--- src/rtl/kti_pkg.sv ---
// Shared types and constants for the keyframe track interpolator.
// No dependencies; imported by every module of the block.
`default_nettype none

package kti_pkg;

    // Request opcodes
    localparam logic OP_LOAD  = 1'b0;
    localparam logic OP_QUERY = 1'b1;

    // Result region codes
    localparam logic [1:0] REGION_BEFORE = 2'd0;
    localparam logic [1:0] REGION_LERP   = 2'd1;
    localparam logic [1:0] REGION_HOLD   = 2'd2;

    // Fraction is Q0.16: one quotient bit per divider step
    localparam int DIV_STEPS = 16;

    typedef struct packed {
        logic               opcode;
        logic [5:0]         key_index;
        logic [31:0]        key_time;
        logic signed [31:0] key_x;
        logic signed [31:0] key_y;
        logic signed [31:0] key_z;
        logic [31:0]        query_time;
    } kti_in_t;

    typedef struct packed {
        logic signed [31:0] out_x;
        logic signed [31:0] out_y;
        logic signed [31:0] out_z;
        logic [5:0]         segment;
        logic [1:0]         region;
    } kti_out_t;

    // One row of the key memory
    typedef struct packed {
        logic [31:0] ktime;
        logic [31:0] kx;
        logic [31:0] ky;
        logic [31:0] kz;
    } kti_key_t;

    // Controller -> datapath
    typedef struct packed {
        logic load;       // write request key into memory
        logic q_start;    // latch query time and clamped key count
        logic rd;         // read next key row, shift previous row
        logic take_row;   // result is the current row as stored
        logic lerp_init;  // set up divider for the found segment
        logic div_step;   // one quotient bit
        logic mul;        // fraction times axis delta
        logic acc;        // add scaled delta to segment start
        logic emit;       // strobe result next cycle
    } kti_cmd_t;

    // Datapath -> controller
    typedef struct packed {
        logic lt;         // query time below current row time
        logic first;      // current row is key 0
        logic last;       // current row is the last key of the track
        logic div_last;   // final divider step
        logic axis_last;  // z axis in the multiply/add loop
    } kti_stat_t;

endpackage

`default_nettype wire

--- src/rtl/kti_ctrl.sv ---
// Sequencer for the keyframe track interpolator: scan, divide, scale.
// Depends on kti_pkg (command and status structs).
`default_nettype none

module kti_ctrl (
    input  wire logic              clk,
    input  wire logic              rst_n,
    input  wire logic              start,
    input  wire logic              opcode,
    input  kti_pkg::kti_stat_t     st,
    output kti_pkg::kti_cmd_t      cmd,
    output logic                   busy
);
    import kti_pkg::*;

    typedef enum logic [5:0] {
        ST_IDLE  = 6'b000001,
        ST_FETCH = 6'b000010,
        ST_SCAN  = 6'b000100,
        ST_DIV   = 6'b001000,
        ST_MUL   = 6'b010000,
        ST_ACC   = 6'b100000
    } state_t;

    state_t state_reg, state_next;

    always_comb
    begin
        state_next = state_reg;
        cmd        = '0;
        unique case (state_reg)
            ST_IDLE:
            begin
                if (start)
                begin
                    if (opcode == OP_QUERY)
                    begin
                        cmd.q_start = 1'b1;
                        state_next  = ST_FETCH;
                    end
                    else
                    begin
                        cmd.load = 1'b1;
                    end
                end
            end
            ST_FETCH:
            begin
                cmd.rd     = 1'b1;
                state_next = ST_SCAN;
            end
            ST_SCAN:
            begin
                if (st.lt)
                begin
                    if (st.first)
                    begin
                        cmd.take_row = 1'b1;
                        cmd.emit     = 1'b1;
                        state_next   = ST_IDLE;
                    end
                    else
                    begin
                        cmd.lerp_init = 1'b1;
                        state_next    = ST_DIV;
                    end
                end
                else if (st.last)
                begin
                    cmd.take_row = 1'b1;
                    cmd.emit     = 1'b1;
                    state_next   = ST_IDLE;
                end
                else
                begin
                    cmd.rd = 1'b1;
                end
            end
            ST_DIV:
            begin
                cmd.div_step = 1'b1;
                if (st.div_last)
                begin
                    state_next = ST_MUL;
                end
            end
            ST_MUL:
            begin
                cmd.mul    = 1'b1;
                state_next = ST_ACC;
            end
            ST_ACC:
            begin
                cmd.acc = 1'b1;
                if (st.axis_last)
                begin
                    cmd.emit   = 1'b1;
                    state_next = ST_IDLE;
                end
                else
                begin
                    state_next = ST_MUL;
                end
            end
            default:
            begin
                state_next = ST_IDLE;
            end
        endcase
    end

    always_ff @(posedge clk or negedge rst_n)
    begin
        if (!rst_n)
        begin
            state_reg <= ST_IDLE;
        end
        else
        begin
            state_reg <= state_next;
        end
    end

    assign busy = (state_reg != ST_IDLE);

`ifndef NO_ASSERTIONS
    // scan ends only through take_row or lerp_init, never by falling out
    a_scan_exit: assert property (@(posedge clk) disable iff (!rst_n)
        (state_reg == ST_SCAN && !st.lt && !st.last) |=> (state_reg == ST_SCAN))
        else $error("scan left early");

    // lerp path always passes through the divider
    a_div_entry: assert property (@(posedge clk) disable iff (!rst_n)
        (state_reg == ST_MUL && $past(state_reg) != ST_ACC) |-> ($past(state_reg) == ST_DIV))
        else $error("multiply without divide");

    // result strobe only from scan or the final accumulate
    a_emit_src: assert property (@(posedge clk) disable iff (!rst_n)
        cmd.emit |-> (state_reg == ST_SCAN || (state_reg == ST_ACC && st.axis_last)))
        else $error("stray emit");
`endif

endmodule

`default_nettype wire

--- config.mk ---
export PLATFORM = sky130hd
export DESIGN_NAME = kti_ctrl
export DESIGN_NICKNAME = d
export VERILOG_FILES = /design/src/rtl/kti_pkg.sv /design/src/rtl/kti_ctrl.sv
export SDC_FILE = /design/constraint.sdc
export NUM_CORES = 1
export LEC_CHECK = 0
export ABC_CLOCK_PERIOD_IN_PS = 1700
export BUFFER_PORTS_ARGS = -buffer_cell sky130_fd_sc_hd__buf_2
export CELL_PAD_IN_SITES_DETAIL_PLACEMENT = 0
export CELL_PAD_IN_SITES_GLOBAL_PLACEMENT = 1
export CORE_MARGIN = 5
export CORE_UTILIZATION = 28
export DETAILED_ROUTE_END_ITERATION = 16
export PLACE_DENSITY_LB_ADDON = 0.1
export SETUP_SLACK_MARGIN = 0.4
export SYNTH_ARGS = -nofsm -noshare
export SYNTH_HDL_FRONTEND = slang
export SYNTH_SLANG_ARGS = --single-unit
--- constraint.sdc ---
create_clock -name clk -period 1.7 [get_ports clk]
set_clock_uncertainty 0.15 [all_clocks]
set_input_delay 0.085 -clock clk [delete_from_list [all_inputs] [get_ports clk]]
set_output_delay 0.085 -clock clk [all_outputs]
set_load 0.01 [all_outputs]
==> results of run 1 <==
## metrics by stage
stage | hold slack, ns | setup slack [ns] | TNS (ns) | utilization, % | total power [mW]
final | 0.02997 | -0.1104 | -0.5042 | 59.97 | 0.7675
after global routing | 0.03884 | -0.2082 | -1.357 | 59.97 | 0.8318
after CTS | 0.03484 | -0.07935 | -0.3094 | 53.82 | 0.7175
after detailed placement | -0.2304 | -0.02923 | -0.02923 | 39.87 | 0.4655
after global placement | -0.2313 | -0.01098 | -0.01098 | 39.87 | 0.4646
after floorplan | -0.3606 | 0.02020 | 0 | - | 0.3899
## per-layer routing
| layer | vias up | track usage [%] | share of wire, % |
|---|---|---|---|
| met5 | - | 0 | 0 |
| met4 | 0 | 8.734 | 3.9 |
| met2 | 20 | 19.49 | 50 |
| met1 | 261 | 15.88 | 41 |
| met3 | 6 | 3.012 | 5.3 |
| li1 | 267 | - | - |
## final cells by class
cell class | instances | area (um^2) | area share, %
repair buffers | 37 | 300.3 | 33.24
multi-input cells | 41 | 387.9 | 42.94
well taps | 16 | 20.02 | 2.216
clock buffers | 4 | 26.28 | 2.909
inverters | 3 | 11.26 | 1.247
flip-flops and latches | 6 | 157.7 | 17.45
## what timing repair did
item / CTS / global route
hold buffers: 6 / 0
setup buffers: 6 / 6
hold endpoints to repair: 9 / 0
gates resized for setup: 19 / 10
pin swaps: 12 / 9
setup endpoints to repair: 15 / 15
## power by group
| part | leakage [nW] | switching (mW) | internal [mW] |
|---|---|---|---|
| combinational | 0.353 | 0.182 | 0.231 |
| clock | 0.0150 | 0.0564 | 0.0892 |
| sequential | 0.0715 | 0.0360 | 0.173 |
| total | 0.440 | 0.274 | 0.494 |
## synthesized netlist by cell type, drive strengths merged
master / n
a41oi: 1
inv: 3
nand3: 1
o31ai: 2
or4: 2
dfstp: 1
xor2: 1
a31oi: 1
and3b: 2
nor2: 8
a22o: 1
nand2: 7
or2b: 1
nor4: 2
nor3b: 1
dfrtp: 5
and3: 2
and4b: 3
o21a: 1
and2b: 2
mux2i: 1
a21o: 1
o21ai: 1
## cell families (layout without fill, tap and decap cells)
family,after synthesis,in the layout,share of synthesized area [%]
mux,1,1,2.241
flops,6,6,33.89
buf+inv,3,44,2.521
xor+xnor,1,1,1.961
simple gates,31,31,44.26
compound gates,8,8,15.13
## tightest hold or removal path, delay by kind of cell
kind                   cells  cell delay (ns)
buffers and inverters      2             0.14
AO/OA/AOI/OAI              1             0.13
AND/OR/NAND/NOR            1             0.05
## cell usage in the layout, fill, tap and decap left out, drive strengths merged, types with 2 or more instances in the layout
cell type and instances:
nor4 2, o31ai 2, nor2 8, and3b 2, and2b 2, and3 2, or4 2, inv 3
dlygate4sd3 6, buf 31, nand2 7, dfrtp 5, clkbuf 4, and4b 3
## worst max-delay path by stage
stage,startpoint,to,depth (start not counted)
2_1_floorplan,state_reg[0],state_reg[0],4
3_3_place_gp,state_reg[0],state_reg[0],4
3_5_place_dp,state_reg[0],state_reg[0],4
4_1_cts,state_reg[5],cmd[6],4
5_1_grt,state_reg[4],cmd[7],4
6_report,state_reg[4],cmd[7],4
==> reports/metrics.cfg, run 1 <==
[worst_setup_path]
critPathTopFamily=simple AND/OR/NAND/NOR gates
r2r-start=state_reg[0]
arrival_ns=1.58
crit_fanout=5
critPathMaxStageDelay_ns=0.45
worst_setup_path_start_kind=flop
path_cells=nor4_4 -> and3b_2 -> and3_4 -> buf_6
rrSetupSlack_ns=-0.08
worst_r2r_path_depth=4
cp.required_ns=1.46
crit_type=flop to output pin
slowest_stage=dfrtp_2
path_buf_inv=1
critical_path.endpoint_type=output pin
reg2reg_to=state_reg[0]

[synth]
yosysWarnings=0
synth_top_area_share_pct=28.01
synth_nets=59
syn_area_um2=446.7
ys_types=27
ys_seq_elements=6
yosysSeqAreaShare_pct=33.89
synth_cells=50
synth_largest_area_cell=dfrtp_1
yosys-top-cells-area=dfrtp_1, nor2_1, dfstp_2
syn_avg_cell_area_um2=8.934

[route]
post-route-drc-count=0
wl_per_cell_um=13.33
ant_nets=0
first_pass_iters=4
routed_wl_mm=1.426
viasPerCell=5.178
via_count=554
drt_iter0_drc=1

[layout]
drive_gt1_share_pct=75.82
fin_nets=101
largest_reg_flops=6
area_delta_synth_final_pct=102.2
antenna_cells=0
post_layout_nonfiller_instances=107
fillers=141
fin_area_um2=903.4

[global_routing]
overflow=0
grt_max_degree=7
grt_pass1_vias=583
grtUsageTotal_pct=12.89
grt_pass1_wl_mm=2.490
antenna_found_initial=0

[clock_tree]
cts_buffers=3
clock_path_buffers=2
cts_tree=built
ctsHtreeMaxLevel=1
clk_pin_slew_ns=0.05
cts.sink_count=6
worstSkewPairLatency_ns=0.25
root_buffer=clkbuf_4

[run]
max_cap_violations=0

[floorplanning]
core_um2=1506
initial_core_util_pct=29.65
io_pins=19
die_x_um=49.94
rows=14
die_area_um2=2494
fp.dieH_um=49.94

[placement]
port_buffers=18
place_area_um2=600.6
gp_congestion=0.7566
dpl.cell_count=85
dp_hpwl_um=932.9

[pwr]
ir_drop_mv=0.4121
leakagePower_nw=0.4397
p_per_area_nw_per_um2=849.6

[sta]
slew_violations=0
final.min_clock_period_ns=1.810
finalSetupViolations=7
slew_headroom_pct=80.84
max_slew.worst_pin.slew_ns=0.2794
fmax_mhz=552.4
finalHoldViolations=0
rsz0062_at_grt=true
fin_ws_ns=-0.1104
finalCritPeriodShare_pct=106.5

[hold_path]
hp-class=input port to flop
whs_endpoint=state_reg[3]
hold_path_depth=4
min-delay-start=st[3]

[outcome]
violations=setup timing
status=finished with violations

No activity file was read; power rests on OpenSTA's default activity.
==> inputs of run 2 (changes only) <==
Settings changed: ABC_AREA set to 1.
==> reports/metrics.cfg, run 2 <==
[pwr]
internal-power_mw=0.5742
switching_share_pct=45.74
power_frac_comb_pct=65.6
p_seq_share_pct=20.7
p_per_area_nw_per_um2=1299
ir_drop_mv=0.8340
leakagePower_nw=0.4441
netSwitchingPower_mw=0.4840
clock_power_share_pct=13.7

[layout]
drive_gt1_share_pct=60.58
area_delta_synth_final_pct=63.57
final_core_util_pct=47.69
layout_commonest_cell=buf_2
fin_nets=114
fillers=183
mostFrequentLayoutCells=buf_2, nand2_1, buf_4, inv_2, nor2_1
antenna_cells=0
largest_reg_flops=6

[floorplanning]
io_pins=19
initial_core_util_pct=29.16
fp.dieH_um=52.17
core_um2=1708
rows=15
die_x_um=52.17
die_area_um2=2722

[outcome]
violations=hold timing
status=finished with violations

[route]
via_count=531
viasPerCell=4.116
drt_iter0_drc=7
wl_per_cell_um=9.984
first_pass_iters=2
routed_wl_mm=1.288
ant_nets=0
post-route-drc-count=0

[synth]
synth_largest_area_cell=dfrtp_1
async_flop_share_pct=100.0
syn_area_um2=498.0
synth_edf_count=0
yosysMostFrequentCell=nand2_1
yosys-top-cells-count=nand2_1, nor2_1, inv_2, inv_1, dfrtp_1
ys_types=21
synth_nets=78
ys.flop_type=dfrtp_1
synth_cells=69
ys_seq_elements=6
yosysWarnings=0
syn_avg_cell_area_um2=7.217
synth_top_area_share_pct=25.13
yosys-top-cells-area=dfrtp_1, nand2_1, nand3_2
yosysSeqAreaShare_pct=30.40

[sta]
fin_tns_setup_ns=0
rsz0062_at_grt=true
finalSetupViolations=0
slew_headroom_pct=88.03
fmax_mhz=611.9
hold_ws_ns=-0.007086
max_slew.worst_pin.slew_ns=0.1796
final.min_clock_period_ns=1.634
finalCritPeriodShare_pct=96.13
slew_violations=0
finalHoldViolations=1

[global_routing]
grt_pass1_vias=473
overflow=0
grt_pass1_wl_mm=1.952
antenna_found_initial=0
grtUsageTotal_pct=9.940
grt_max_degree=7

[worst_setup_path]
worst_r2r_path_depth=9
worst_setup_path_start_kind=flop
crit_fanout=3
arrival_ns=1.40
crit_type=flop to output pin
critical_path.endpoint_type=output pin
cp.required_ns=1.46

[clock_tree]
cts_tree=built
worstSkewPairLatency_ns=0.25
cts.sink_count=6
cts_buffers=3
clk_pin_slew_ns=0.05
root_buffer=clkbuf_4
clock_path_buffers=2
ctsHtreeMaxLevel=1

[hold_path]
hp-class=input port to flop
hold_path_depth=4

[placement]
port_buffers=18
dp_hpwl_um=956.3
gp_congestion=0.7125

[run]
max_cap_violations=0

run 2: final timing paths:
kind | startpoint | endpoint | slack [ns]
min in group asynchronous | rst_n | state_reg[1] | 0.04
max in group asynchronous | rst_n | state_reg[0] | 1.13
max reg2reg | state_reg[0] | state_reg[0] | 0.18
max | state_reg[0] | cmd[6] | 0.07
min | st[2] | state_reg[2] | -0.007
min reg2reg | state_reg[5] | state_reg[5] | 0.42
run 2: timing repair:
action	CTS	global route
buffers inserted	6	5
resized for setup	1	13
setup endpoints to repair	13	15
endpoints found under the hold margin	8	0
cloned	0	0
pin swaps	3	8
hold buffers	2	0
run 2: kinds of logic (layout without fill, tap and decap cells):
family                 Yosys count  count (layout)  share of synthesized area [%]
AOI/OAI and AO/OA                5               5                          5.022
DFF                              6               6                          30.40
buffers and inverters           14              49                          10.55
and+or+nand+nor                 44              44                          54.02
run 2: metal layers:
layer | part of all wire, % | wire length, um | up-vias | global-route usage [%]
met1 | 42 | 537 | 233 | 11.15
met5 | 0 | 0 | - | 0
met3 | 4.8 | 62 | 2 | 4.274
met2 | 52 | 675 | 13 | 16.53
met4 | 0.93 | 12 | 0 | 3.830
li1 | - | - | 283 | -
run 2: per-stage QoR:
step | power, mW | area [um^2] | std cells | worst slack (ns) | hold slack, ns
4_1_cts | 0.9045 | 723.2 | 124 | 0.05539 | -0.006715
2_1_floorplan | 0.6079 | 505.5 | 69 | 0.4100 | -0.3606
6_report | 1.058 | 814.5 | 129 | 0.06581 | -0.007086
5_1_grt | 1.150 | 814.5 | 129 | 0.0006511 | 0.008709
3_5_place_dp | 0.7218 | 626.9 | 112 | 0.2729 | -0.2322
3_3_place_gp | 0.7249 | 626.9 | 112 | 0.2886 | -0.2304
run 2: power groups by stage:
| stage | logic, mW | clock network (mW) | registers [mW] |
|---|---|---|---|
| finish | 0.694 | 0.145 | 0.219 |
| detailed placement | 0.507 | 0 | 0.215 |
| global placement | 0.510 | 0 | 0.215 |
| global route | 0.769 | 0.158 | 0.223 |
| floorplan | 0.398 | 0 | 0.210 |
| CTS | 0.541 | 0.151 | 0.212 |
run 2: worst max-delay path, stage by stage, from the launching register on:
cell	delay, ns
dfstp_2	0.55
inv_4	0.05
nand2_4	0.10
nor2_8	0.05
buf_4	0.13
nand3_2	0.08
nand2_1	0.06
buf_2	0.13
run 2: final cells by class:
| cell class | instances | area (um^2) | area share [%] |
|---|---|---|---|
| Clock buffer | 4 | 26.28 | 3.226 |
| Tap cell | 25 | 31.28 | 3.840 |
| Multi-Input combinational cell | 49 | 351.6 | 43.16 |
| Sequential cell | 6 | 151.4 | 18.59 |
| Inverter | 14 | 55.05 | 6.759 |
| Timing Repair Buffer | 31 | 198.9 | 24.42 |
